### config.mk
export PLATFORM = sky130hd
export DESIGN_NAME = multichannel_pwm_phase_ratio_capture_flat
export DESIGN_NICKNAME = d
export VERILOG_FILES = /design/src/hw/rtl/pwmcap_pkg.sv /design/src/hw/rtl/pwmcap_if.sv /design/src/hw/rtl/pwmcap_front.sv /design/src/hw/rtl/pwmcap_queue.sv /design/src/hw/rtl/pwmcap_back.sv /design/src/hw/rtl/multichannel_pwm_phase_ratio_capture.sv /design/src/flat_wrapper.sv
export SDC_FILE = /design/constraint.sdc
export NUM_CORES = 1
export LEC_CHECK = 0
export BUFFER_PORTS_ARGS = -buffer_cell sky130_fd_sc_hd__buf_2
export CAP_MARGIN = 20
export CORE_ASPECT_RATIO = 1.25
export CORE_MARGIN = 2
export CORE_UTILIZATION = 45
export CTS_BUF_LIST = sky130_fd_sc_hd__clkbuf_16
export DETAILED_ROUTE_END_ITERATION = 8
export HOLD_SLACK_MARGIN = 0.03
export SETUP_SLACK_MARGIN = 0.1
export SLEW_MARGIN = 20
export SYNTH_ARGS = -nofsm -noshare
export SYNTH_HDL_FRONTEND = slang
export SYNTH_SLANG_ARGS = --single-unit
### constraint.sdc
create_clock -name clk_i -period 8.3 [get_ports clk_i]
set_clock_uncertainty 0.2 [all_clocks]
set_input_delay 0.83 -clock clk_i [delete_from_list [all_inputs] [get_ports clk_i]]
set_output_delay 0.83 -clock clk_i [all_outputs]
set_load 0.005 [all_outputs]
### src/hw/rtl/pwmcap_pkg.sv
// Package for the PWM phase ratio capture block: widths, payload types.
// No dependencies.
package pwmcap_pkg;
  localparam int unsigned Channels = 8;
  localparam int unsigned ChBits   = 3;
  localparam int unsigned TimeBits = 32;
  localparam int unsigned CfgBits  = 4;
  localparam logic [CfgBits-1:0] ActiveReset = 4'd2;
  localparam int unsigned QDepth   = 2;

  typedef struct packed {
    logic [ChBits-1:0] channel;
    logic              pin_level;
    logic [31:0]       timestamp_us;
  } event_t;

  typedef struct packed {
    logic [ChBits-1:0] out_channel;
    logic [31:0]       high_time_us;
    logic [31:0]       low_time_us;
    logic [31:0]       phase_ratio;
    logic              saturated;
  } result_t;

  // Work handed from front to back.
  typedef struct packed {
    logic [ChBits-1:0] channel;
    logic [31:0]       high_t;
    logic [31:0]       low_t;
  } job_t;

  typedef enum logic [1:0] {StIdle, StDiv, StOut} div_state_e;
endpackage

### src/hw/rtl/pwmcap_if.sv
// Valid/ready channel interfaces for event and result requests.
// Depends on pwmcap_pkg.
interface pwmcap_event_if;
  logic                  valid;
  logic                  ready;
  pwmcap_pkg::event_t    payload;
  modport source (output valid, output payload, input ready);
  modport sink   (input valid, input payload, output ready);
endinterface

interface pwmcap_result_if;
  logic                  valid;
  logic                  ready;
  pwmcap_pkg::result_t   payload;
  modport source (output valid, output payload, input ready);
  modport sink   (input valid, input payload, output ready);
endinterface

### src/hw/rtl/pwmcap_front.sv
// Front end: filters events, keeps per-channel edge state, emits jobs.
// Depends on pwmcap_pkg.
module pwmcap_front (
  input  logic                          clk_i,
  input  logic                          rst_ni,
  input  logic [pwmcap_pkg::CfgBits-1:0] active_i,
  input  logic                          ev_valid_i,
  output logic                          ev_ready_o,
  input  pwmcap_pkg::event_t            ev_i,
  output logic                          job_valid_o,
  input  logic                          job_ready_i,
  output pwmcap_pkg::job_t              job_o
);
  import pwmcap_pkg::*;

  logic [Channels-1:0] exp_rise_q;
  logic [31:0]         rise_q [Channels];
  logic [31:0]         fall_q [Channels];
  logic                accept, active, fire;
  logic [31:0]         rt, ft;

  assign ev_ready_o = job_ready_i;
  assign accept = ev_valid_i && ev_ready_o;
  assign active = ({1'b0, ev_i.channel} < active_i);
  assign rt = rise_q[ev_i.channel];
  assign ft = fall_q[ev_i.channel];
  assign fire = accept && active && !ev_i.pin_level && !exp_rise_q[ev_i.channel];

  assign job_valid_o   = fire;
  assign job_o.channel = ev_i.channel;
  assign job_o.low_t   = rt - ft;
  assign job_o.high_t  = ev_i.timestamp_us - rt;

  always_ff @(posedge clk_i or negedge rst_ni) begin
    if (!rst_ni) begin
      exp_rise_q <= '0;
      for (int i = 0; i < Channels; i++) begin
        rise_q[i] <= '0;
        fall_q[i] <= '0;
      end
    end else if (accept && active) begin
      if (ev_i.pin_level) begin
        if (exp_rise_q[ev_i.channel]) begin
          rise_q[ev_i.channel]     <= ev_i.timestamp_us;
          exp_rise_q[ev_i.channel] <= 1'b0;
        end
      end else if (!exp_rise_q[ev_i.channel]) begin
        fall_q[ev_i.channel]     <= ev_i.timestamp_us;
        exp_rise_q[ev_i.channel] <= 1'b1;
      end
    end
  end
endmodule

### src/hw/rtl/pwmcap_queue.sv
// Small FIFO of jobs between front and back.
// Depends on pwmcap_pkg.
module pwmcap_queue (
  input  logic             clk_i,
  input  logic             rst_ni,
  input  logic             wr_valid_i,
  output logic             wr_ready_o,
  input  pwmcap_pkg::job_t wr_i,
  output logic             rd_valid_o,
  input  logic             rd_ready_i,
  output pwmcap_pkg::job_t rd_o
);
  import pwmcap_pkg::*;

  job_t       mem_q [QDepth];
  logic       wp_q, rp_q;
  logic [1:0] cnt_q;
  logic       push, pop;

  assign wr_ready_o = (cnt_q != 2'(QDepth));
  assign rd_valid_o = (cnt_q != 2'd0);
  assign rd_o = mem_q[rp_q];
  assign push = wr_valid_i && wr_ready_o;
  assign pop  = rd_valid_o && rd_ready_i;

  always_ff @(posedge clk_i) begin
    if (push) mem_q[wp_q] <= wr_i;
  end

  always_ff @(posedge clk_i or negedge rst_ni) begin
    if (!rst_ni) begin
      wp_q  <= 1'b0;
      rp_q  <= 1'b0;
      cnt_q <= '0;
    end else begin
      if (push) wp_q <= ~wp_q;
      if (pop)  rp_q <= ~rp_q;
      cnt_q <= cnt_q + {1'b0, push} - {1'b0, pop};
    end
  end
endmodule

### src/hw/rtl/pwmcap_back.sv
// Back end: restoring divider for the Q16.16 ratio and result register.
// Depends on pwmcap_pkg.
module pwmcap_back (
  input  logic               clk_i,
  input  logic               rst_ni,
  input  logic               job_valid_i,
  output logic               job_ready_o,
  input  pwmcap_pkg::job_t   job_i,
  output logic               res_valid_o,
  input  logic               res_ready_i,
  output pwmcap_pkg::result_t res_o
);
  import pwmcap_pkg::*;

  div_state_e state_q, state_d;
  job_t       job_q;
  logic [47:0] num_q;      // shifts out dividend bits, collects quotient
  logic [32:0] rem_q;
  logic [5:0]  cnt_q;
  logic [33:0] trial;
  logic [32:0] rem_sh;
  logic        start, step, done;

  assign rem_sh = {rem_q[31:0], num_q[47]};
  assign trial  = {1'b0, rem_sh} - {2'b0, job_q.low_t};
  assign start  = (state_q == StIdle) && job_valid_i;
  assign step   = (state_q == StDiv);
  assign done   = step && (cnt_q == 6'd47);

  always_comb begin
    state_d     = state_q;
    job_ready_o = 1'b0;
    res_valid_o = 1'b0;
    case (state_q)
      StIdle: begin
        job_ready_o = 1'b1;
        if (job_valid_i) state_d = StDiv;
      end
      StDiv: if (done) state_d = StOut;
      StOut: begin
        res_valid_o = 1'b1;
        if (res_ready_i) state_d = StIdle;
      end
      default: state_d = StIdle;
    endcase
  end

  always_ff @(posedge clk_i or negedge rst_ni) begin
    if (!rst_ni) state_q <= StIdle;
    else         state_q <= state_d;
  end

  // Datapath: one quotient bit per cycle over 48 dividend bits.
  always_ff @(posedge clk_i) begin
    if (start) begin
      job_q <= job_i;
      num_q <= {job_i.high_t, 16'h0};
      rem_q <= '0;
      cnt_q <= '0;
    end else if (step) begin
      cnt_q <= cnt_q + 6'd1;
      if (!trial[33]) begin
        rem_q <= trial[32:0];
        num_q <= {num_q[46:0], 1'b1};
      end else begin
        rem_q <= rem_sh;
        num_q <= {num_q[46:0], 1'b0};
      end
    end
  end

  logic ovf;
  assign ovf = (job_q.low_t == 32'd0) || (num_q[47:32] != 16'd0);
  assign res_o.out_channel  = job_q.channel;
  assign res_o.high_time_us = job_q.high_t;
  assign res_o.low_time_us  = job_q.low_t;
  assign res_o.phase_ratio  = ovf ? 32'hFFFF_FFFF : num_q[31:0];
  assign res_o.saturated    = ovf;
endmodule

### src/hw/rtl/multichannel_pwm_phase_ratio_capture.sv
// Top level of the multichannel PWM phase ratio capture block.
// Depends on pwmcap_pkg, pwmcap_if, pwmcap_front, pwmcap_queue, pwmcap_back.
//
//   port        dir  what moves
//   ev_if       in   edge event request: channel, pin level, timestamp
//   res_if      out  result request: channel, phases, Q16.16 ratio, flag
//   cfg_*       in   active channel count, written any cycle
//
// Events are taken one per cycle while the job queue has room; only
// completed periods enter the queue. The back end loads a job, runs the
// restoring divide over 48 dividend bits and holds the result until the
// sink takes it, then takes another. Reset clears all channel state at
// once. A stalled result sink fills the queue and then stalls events.
module multichannel_pwm_phase_ratio_capture (
  input  logic        clk_i,
  input  logic        rst_ni,
  input  logic        cfg_we_i,
  input  logic [3:0]  cfg_wdata_i,
  pwmcap_event_if.sink    ev_if,
  pwmcap_result_if.source res_if
);
  import pwmcap_pkg::*;

  logic [CfgBits-1:0] active_q;
  logic job_v, job_r, q_v, q_r;
  job_t job, qjob;

  // Hold the active count; reset leaves two channels enabled.
  always_ff @(posedge clk_i or negedge rst_ni) begin
    if (!rst_ni)       active_q <= ActiveReset;
    else if (cfg_we_i) active_q <= cfg_wdata_i;
  end

  pwmcap_front u_front (
    .clk_i, .rst_ni, .active_i(active_q),
    .ev_valid_i(ev_if.valid), .ev_ready_o(ev_if.ready), .ev_i(ev_if.payload),
    .job_valid_o(job_v), .job_ready_i(job_r), .job_o(job)
  );

  pwmcap_queue u_queue (
    .clk_i, .rst_ni, .wr_valid_i(job_v), .wr_ready_o(job_r), .wr_i(job),
    .rd_valid_o(q_v), .rd_ready_i(q_r), .rd_o(qjob)
  );

  pwmcap_back u_back (
    .clk_i, .rst_ni, .job_valid_i(q_v), .job_ready_o(q_r), .job_i(qjob),
    .res_valid_o(res_if.valid), .res_ready_i(res_if.ready), .res_o(res_if.payload)
  );
endmodule
### src/flat_wrapper.sv
// flat-port wrapper written by rule: the top's interface ports become plain ports
module multichannel_pwm_phase_ratio_capture_flat import pwmcap_pkg::*;
  (clk_i, rst_ni, cfg_we_i, cfg_wdata_i, ev_if_valid, ev_if_payload, ev_if_ready, res_if_valid, res_if_payload, res_if_ready);
  pwmcap_event_if ev_if_i ();
  pwmcap_result_if res_if_i ();
  input  logic clk_i;
  input  logic rst_ni;
  input  logic cfg_we_i;
  input  logic [3:0] cfg_wdata_i;
  input wire logic [$bits(ev_if_i.valid)-1:0] ev_if_valid;
  input wire logic [$bits(ev_if_i.payload)-1:0] ev_if_payload;
  output wire logic [$bits(ev_if_i.ready)-1:0] ev_if_ready;
  output wire logic [$bits(res_if_i.valid)-1:0] res_if_valid;
  output wire logic [$bits(res_if_i.payload)-1:0] res_if_payload;
  input wire logic [$bits(res_if_i.ready)-1:0] res_if_ready;
  assign ev_if_i.valid = ev_if_valid;
  assign ev_if_i.payload = ev_if_payload;
  assign ev_if_ready = ev_if_i.ready;
  assign res_if_valid = res_if_i.valid;
  assign res_if_payload = res_if_i.payload;
  assign res_if_i.ready = res_if_ready;
  multichannel_pwm_phase_ratio_capture u_core (.clk_i(clk_i), .rst_ni(rst_ni), .cfg_we_i(cfg_we_i), .cfg_wdata_i(cfg_wdata_i), .ev_if(ev_if_i), .res_if(res_if_i));
endmodule
# ---- After elaboration in Yosys (flattened, before gate mapping)
# Memories as Yosys holds them, arrays and structs flattened.
# Index checks and enable logic that the tools add are counted.
# Widths: inputs -> output; s select.
dict set report totals {
  register_bits 683
  mem_bits_rw 134
  inputBits 45
  output_inout_bits 102
  wordCells 110
  mem_count 1
}
# memory depth word_bits read_ports rd_ports_with_merged_regs write_ports line_no
set mem_list {}
lappend mem_list {u_core.u_queue.mem_q 2 67 1 0 1 pwmcap_queue.sv:15} ;# job_t mem_q [QDepth];
dict set report op_classes {
  n_addsub 6
  magnitude_cmp 5
  eq_ne 9
  mux 30
  bitwise_logic 8
  n_reduce_logical 22
}
# op count
set op_table {}
lappend op_table {{$bwmux 256} 2}
lappend op_table {{$mux 32} 7}
lappend op_table {{$bmux 32 s3} 2}
lappend op_table {{$demux 32 s3} 1}
lappend op_table {{$mux 48} 2}
lappend op_table {{$sub 32x32->32} 2}
lappend op_table {{$sub 33x32->34} 1}
lappend op_table {{$logic_not 32->1} 1}
lappend op_table {{$mux 8} 3}
lappend op_table {{$reduce_bool 16->1} 1}
lappend op_table {{$reduce_and 3->1} 4}
lappend op_table {{$logic_and 1x1->1} 10}
lappend op_table {{$and 8x8->8} 1}
lappend op_table {{$ne 2x2->1 const B} 4}
lappend op_table {{$not 8->8} 1}
lappend op_table {{$or 8x8->8} 1}
lappend op_table {{$mux 1} 7}
lappend op_table {{$add 6x1->6 const B} 1}
lappend op_table {{$eq 6x6->1 const B} 1}
lappend op_table {{$mux 2} 3}
lappend op_table {{$pmux 2 s3} 1}
lappend op_table {{$ge 4x4->1 const B} 1}
lappend op_table {{$lt 3x4->1} 1}
lappend op_table {{$lt 3x4->1 const B} 1}
lappend op_table {{15 further kinds} 21}

# ---- Depth between registers and ports, before layout
dict set report logic_depth {
  word_depth 8
  mapped_depth 19
  mapped_depth_nobuf 16
}

# ---- Hierarchy
# From an unflattened synthesis, not the netlist that was laid out.
dict set report hier_totals {
  hier_cells 3023
  area_unflattened_um2 38742.2
}
# module instances cells_each area_per_inst_um2 seq_area_each_um2
set modules_own_cells {}
lappend modules_own_cells {pwmcap_front 1 2063 25662.1 13012.5}
lappend modules_own_cells {pwmcap_back 1 726 7811.2 4103.9}
lappend modules_own_cells {pwmcap_queue 1 226 5122.4 4124.0}
lappend modules_own_cells {multichannel_pwm_phase_ratio_capture 1 8 146.4 101.3}

# ---- Worst setup path before layout
# Ideal clock, no wire load.
dict set report synth_path {
  path_type {input -> register}
  start {input port ev_if_payload[35]}
  end {memory u_core.u_queue.mem_q[0][0] (netlist name) (enable)}
  setup_ps 492
  t_arrival_ps 4756
  required_ps 7608
  path_slack_ps 2852
  cell_stages 7
  n_path_buf 1
  cell_sequence {clkbuf_1 > mux2_2 > a21oi_1 > o221ai_1 > nor2_1 > nand2_1 > nor2_1}
}
dict set report synth_between {
  elab_chain_cells 7
  elab_cells_between_ends 10
  cone_classes {order compare: 1; mux: 4; reduce/logical: 5}
}
# element line_no
set synth_lines {}
lappend synth_lines {{from (decl)} flat_wrapper.sv:11} ;# input wire logic [$bits(ev_if_i.payload)-1:0] ev_if_payload;
lappend synth_lines {{$lt 3x4->1 / $bmux 1 s3 (equally long branches)} {pwmcap_front.sv:24, pwmcap_front.sv:27}}
lappend synth_lines {{$logic_and 1x1->1 / $mux 1 (equally long branches)} pwmcap_front.sv:27} ;# assign fire = accept && active && !ev_i.pin_level && !exp_rise_q[ev_i.channel];
lappend synth_lines {{$logic_and 1x1->1 / $logic_not 1->1 (equally long branches)} n/a}
lappend synth_lines {{$logic_and 1x1->1 (*)} pwmcap_front.sv:27}
lappend synth_lines {{$logic_and 1x1->1 (*)} pwmcap_queue.sv:23} ;# assign push = wr_valid_i && wr_ready_o;
lappend synth_lines {{$mux 1 (*)} pwmcap_queue.sv:27} ;# if (push) mem_q[wp_q] <= wr_i;
lappend synth_lines {{$mux 1 (implied by the code) (*)} pwmcap_queue.sv:27}
lappend synth_lines {{to (decl)} pwmcap_queue.sv:15}
# Every way passes the cells marked *; elsewhere a longest branch is shown, timed or not. The select of a mux whose other input is x is not followed.

==> out/summary.md <==
The max-capacitance violation count is 0, and the horizontal die dimension is 263.9 µm. For the pin with the worst max-slew slack, the measured transition is 1.065 ns. The vertical die dimension works out to 328.8 µm. The achievable frequency was 0.1840 GHz; the starting density of the core was 45.23%. Measured in cells, the most critical reg-to-reg path has a length of 12.

After floorplanning, the core was sized to cover 83980 µm². Pin placement for this block handled 147 I/O pins. CTS saw 817 sinks.

The first global-routing pass estimated 159800 µm of wire. The multi-input combinational cells in the finished layout cover a total of 15690 µm². The run gives 0.1975 mV as the maximum VDD drop. Dividing the final minimum period by the clock period gives 65.48%.

For this run, design rule violations remaining after detail routing come to 0. Before antenna repair, the detailed router went through 5 iterations. The leading area contributor after synthesis is sky130_fd_sc_hd__dfrtp_1. The sequential cell area is 21340 µm².

The total wire length is 105100 µm. The met3 capacity usage during global routing was 2.890%; the post-synthesis net count was 3090. Summed over all failing endpoints, the final setup total negative slack is 0 ns. The tools report the number of placement rows as 119. Summed over all cells, the static leakage comes to 18.44 nW. STA classifies the critical path endpoint as a flip-flop. The internal reg-to-reg setup slack was 3.92 ns. The summed instance area of the synthesized netlist is 37990 µm². The run finished with clean final reports. The path with the worst hold slack has its endpoint at u_core.active_q[0]. Across all layers, the routed design uses 24910 vias. Detailed router's first-iteration violation count: 1662. The number of clock buffers inserted by TritonCTS is 82. The clock reaches the later pin of the worst-skew pair after 0.65 ns.

The logs give 0 for the final number of max-transition violations and 0 for the final setup violation count. Buffers added to address setup during post-CTS repair amount to 0. TritonCTS built the clock tree.

The post-cts resize count was 0; the fill cell instance count of the final layout was 7230. The synthesized design devotes to its leading area cell type 34.85% of total area. The area overhead of the layout relative to synthesis was 11.86%; the share of layout cells above drive strength 1 was 30.81%. Clock-pin slew was measured on the worst setup and hold paths at 0.06 ns. The kind of critical path is in -> reg. Number of antenna violations at the first check in global routing: 6. Among all cell types in the netlist, the one instantiated most often is sky130_fd_sc_hd__mux2_2. Setup repair after global routing left no endpoint under its margin. Global routing consumed, on the met1 layer, 31.86% of the routing resources. The number of synthesized register bits works out to 817.

Sequential elements use 56.18% of the synthesized area. For the number of endpoints with negative hold slack in the final report, the log shows 0. Yosys mapped a number of flops with a built-in enable equal to 233.

The commonest cells after synthesis are sky130_fd_sc_hd__mux2_2 (567), sky130_fd_sc_hd__dfrtp_1 (529), sky130_fd_sc_hd__edfxtp_1 (233), sky130_fd_sc_hd__a22oi_1 (196), sky130_fd_sc_hd__clkbuf_1 (142). The required time at the endpoint of the critical path is 8.45 ns. Input and output buffers added on the ports amount to 146.

The half-perimeter wire length after detailed placement was 67100 µm; the die footprint was 86770 µm². The tools report the met2 demand-to-capacity share in global routing as 41.93%. Yosys attributes the largest share of cell area to sky130_fd_sc_hd__dfrtp_1 (35%), sky130_fd_sc_hd__edfxtp_1 (18%), sky130_fd_sc_hd__mux2_2 (17%), sky130_fd_sc_hd__a22oi_1 (3.9%), sky130_fd_sc_hd__ha_1 (3.4%). The worst hold path belongs to the class in -> reg. The longest clock path from root to sink contains 3 buffers.

The number of hold buffers added after cts was 1. At the worst endpoint, the arrival time is 5.59 ns. Among all flip-flop cells after synthesis, the most frequent one is sky130_fd_sc_hd__dfrtp_1. In this run the most used layer during global routing was met2.

The worst register-to-register path begins at u_core.u_back.res_o[48]. STA classifies the critical path startpoint as a primary input. The detail route stage leaves a number of antenna-violating nets equal to 0. After global routing the overflow that remains totals 0. Worst hold path startpoint: cfg_wdata_i[0].

The H-tree depth came out at 3. The smallest clock period supported by the final layout is computed as 5.435 ns. The number of different library cells used by synthesis comes to 79.

The Yosys step of the flow raised 0 warnings. The tools report the layout net count as 3180. The power consumption came out at 14.82 mW.

The final routed wire length divided by cell count works out to 25.11 µm. After routing the design area is 42490 µm². Dividing the detail-routed via count by the number of cells gives 5.950. Of all flip-flops after synthesis, the portion carrying an async set or reset was 64.87%. Entering global routing, the biggest net connects 193 pins.

The number of global-route vias before repair is 25550, and the total track usage is 24.13%. The number of instances on the worst hold path came out at 2. In this run the power density over the cells is 348.7 nW/µm².

The peak fanout along the critical path was 27. The endpoint of the most critical register-to-register path is u_core.u_back.rem_q[27]. The placed standard-cell area was 39910 µm². CTS placed an instance of sky130_fd_sc_hd__clkbuf_16 at the clock tree root. The gate count of the mapped netlist is 2939. Measured against its own limit, the worst slew margin works out to 29.03%. The weighted congestion reported at the end of routability-driven placement was 0.9058; the average cell area after synthesis was 12.92 µm².
-- sequential cells by signal, indices dropped and copies added, names as in the netlist, named ones only --
name / flops
u_core.u_back.cnt_q: 6
u_core.u_back.res_o: 67
u_core.active_q: 4
u_core.u_front.rise_q: 256
u_core.u_queue.wp_q: 1
u_core.u_queue.mem_q: 134
u_core.u_front.fall_q: 256
u_core.u_back.state_q: 2
u_core.u_queue.cnt_q: 2
u_core.u_back.num_q: 48
u_core.u_queue.rp_q: 1
u_core.u_back.rem_q: 32
-- cells in the final DEF, fill, tap and decap left out, types with 13 or more instances in the layout --
cell type / synthesis / layout
sky130_fd_sc_hd__xnor2_1: 65 / 65
sky130_fd_sc_hd__nand3_1: 18 / 18
sky130_fd_sc_hd__nand2b_1: 17 / 17
sky130_fd_sc_hd__a21o_1: 36 / 36
sky130_fd_sc_hd__buf_2: 26 / 145
sky130_fd_sc_hd__inv_1: 98 / 123
sky130_fd_sc_hd__dfxtp_1: 54 / 54
sky130_fd_sc_hd__buf_4: 1 / 36
sky130_fd_sc_hd__and4_1: 37 / 37
sky130_fd_sc_hd__a21oi_1: 76 / 76
sky130_fd_sc_hd__o21ai_1: 25 / 25
sky130_fd_sc_hd__xor2_1: 26 / 26
sky130_fd_sc_hd__o21ai_0: 77 / 76
sky130_fd_sc_hd__clkbuf_16: 0 / 82
sky130_fd_sc_hd__edfxtp_1: 233 / 233
sky130_fd_sc_hd__mux2_2: 567 / 567
sky130_fd_sc_hd__nand4_1: 15 / 15
sky130_fd_sc_hd__a22o_1: 82 / 82
sky130_fd_sc_hd__a22oi_1: 196 / 196
sky130_fd_sc_hd__nor2_1: 69 / 60
sky130_fd_sc_hd__nand2_1: 111 / 103
sky130_fd_sc_hd__dfrtp_1: 529 / 528
sky130_fd_sc_hd__nor2b_1: 17 / 15
sky130_fd_sc_hd__and3_1: 38 / 36
sky130_fd_sc_hd__nor4_1: 13 / 13
sky130_fd_sc_hd__ha_1: 103 / 103
sky130_fd_sc_hd__clkinv_2: 0 / 14
sky130_fd_sc_hd__a221oi_1: 33 / 33
sky130_fd_sc_hd__mux2i_1: 22 / 22
sky130_fd_sc_hd__or2_2: 35 / 35
-- per-stage QoR --
| step | worst slack (ns) | util [%] | hold WS, ns | std cells |
|---|---|---|---|---|
| 2_1_floorplan | 2.852 | - | 0.2310 | 2939 |
| 3_3_place_gp | 2.300 | 47.53 | 0.2493 | 4032 |
| 3_5_place_dp | 2.191 | 47.53 | 0.2585 | 4032 |
| 4_1_cts | 2.878 | 50.55 | 0.2004 | 4184 |
| 5_1_grt | 2.584 | 50.60 | 0.2208 | 4187 |
| 6_report | 2.865 | 50.60 | 0.2418 | 4187 |
-- how the worst max path moves through the flow --
stage,from,end,depth (start not counted)
floorplan,ev_if_payload[35],u_core.u_queue.mem_q[0][0],7
global placement,ev_if_payload[34],u_core.u_queue.mem_q[0][28],16
detailed placement,ev_if_payload[34],u_core.u_queue.mem_q[1][31],16
CTS,ev_if_payload[34],u_core.u_queue.mem_q[0][31],16
global route,ev_if_payload[34],u_core.u_queue.mem_q[0][31],16
finish,ev_if_payload[34],u_core.u_queue.mem_q[0][31],16
-- area by class of cell --
| class | count | share of cell area, % |
|---|---|---|
| inverters | 98 | 0.8716 |
| clock buffers | 82 | 4.829 |
| multi-input cells | 1838 | 36.91 |
| diodes | 2 | 0.01178 |
| flip-flops and latches | 817 | 50.23 |
| repair buffers | 192 | 2.824 |
| clock inverters | 69 | 1.116 |
| well taps | 1089 | 3.207 |
-- power by group --
part           switching [mW]  leakage, nW  internal, mW
Sequential              0.655         9.62          5.67
Combinational            2.73         7.47          2.26
Clock                    1.60         1.34          1.91
-- critical path, stage by stage --
cell and delay [ns]:
sky130_fd_sc_hd__buf_2 0.34, sky130_fd_sc_hd__nor2b_1 0.36, sky130_fd_sc_hd__and2_2 0.78, sky130_fd_sc_hd__buf_4 0.39, sky130_fd_sc_hd__a22oi_1 0.09, sky130_fd_sc_hd__and4_1 0.28, sky130_fd_sc_hd__ha_1 0.29, sky130_fd_sc_hd__nor2b_1 0.19
sky130_fd_sc_hd__o2111ai_1 0.15, sky130_fd_sc_hd__nand3_1 0.15, sky130_fd_sc_hd__a31oi_1 0.18, sky130_fd_sc_hd__o21a_1 0.32, sky130_fd_sc_hd__o311ai_0 0.68, sky130_fd_sc_hd__nand2_1 0.17, sky130_fd_sc_hd__o21ai_0 0.24, sky130_fd_sc_hd__xnor2_1 0.10
-- kinds of logic after synthesis --
kind of cell / Yosys count / share of synthesized area (%)
adder cells (fa/ha/maj): 106 / 3.551
multiplexers: 589 / 17.39
AO/OA/AOI/OAI: 635 / 11.94
AND/OR/NAND/NOR: 417 / 5.936
flip-flops: 817 / 56.18
buffers and inverters: 284 / 2.902
XOR/XNOR: 91 / 2.098
-- routing by layer --
layer / part of all wire, % / vias to the layer above
met2: 50 / 626
met3: 4.4 / 151
met1: 43 / 12970
li1: - / 11160
met4: 2.4 / 2
met5: 0.010 / -
(Power assumes the default switching activity.)
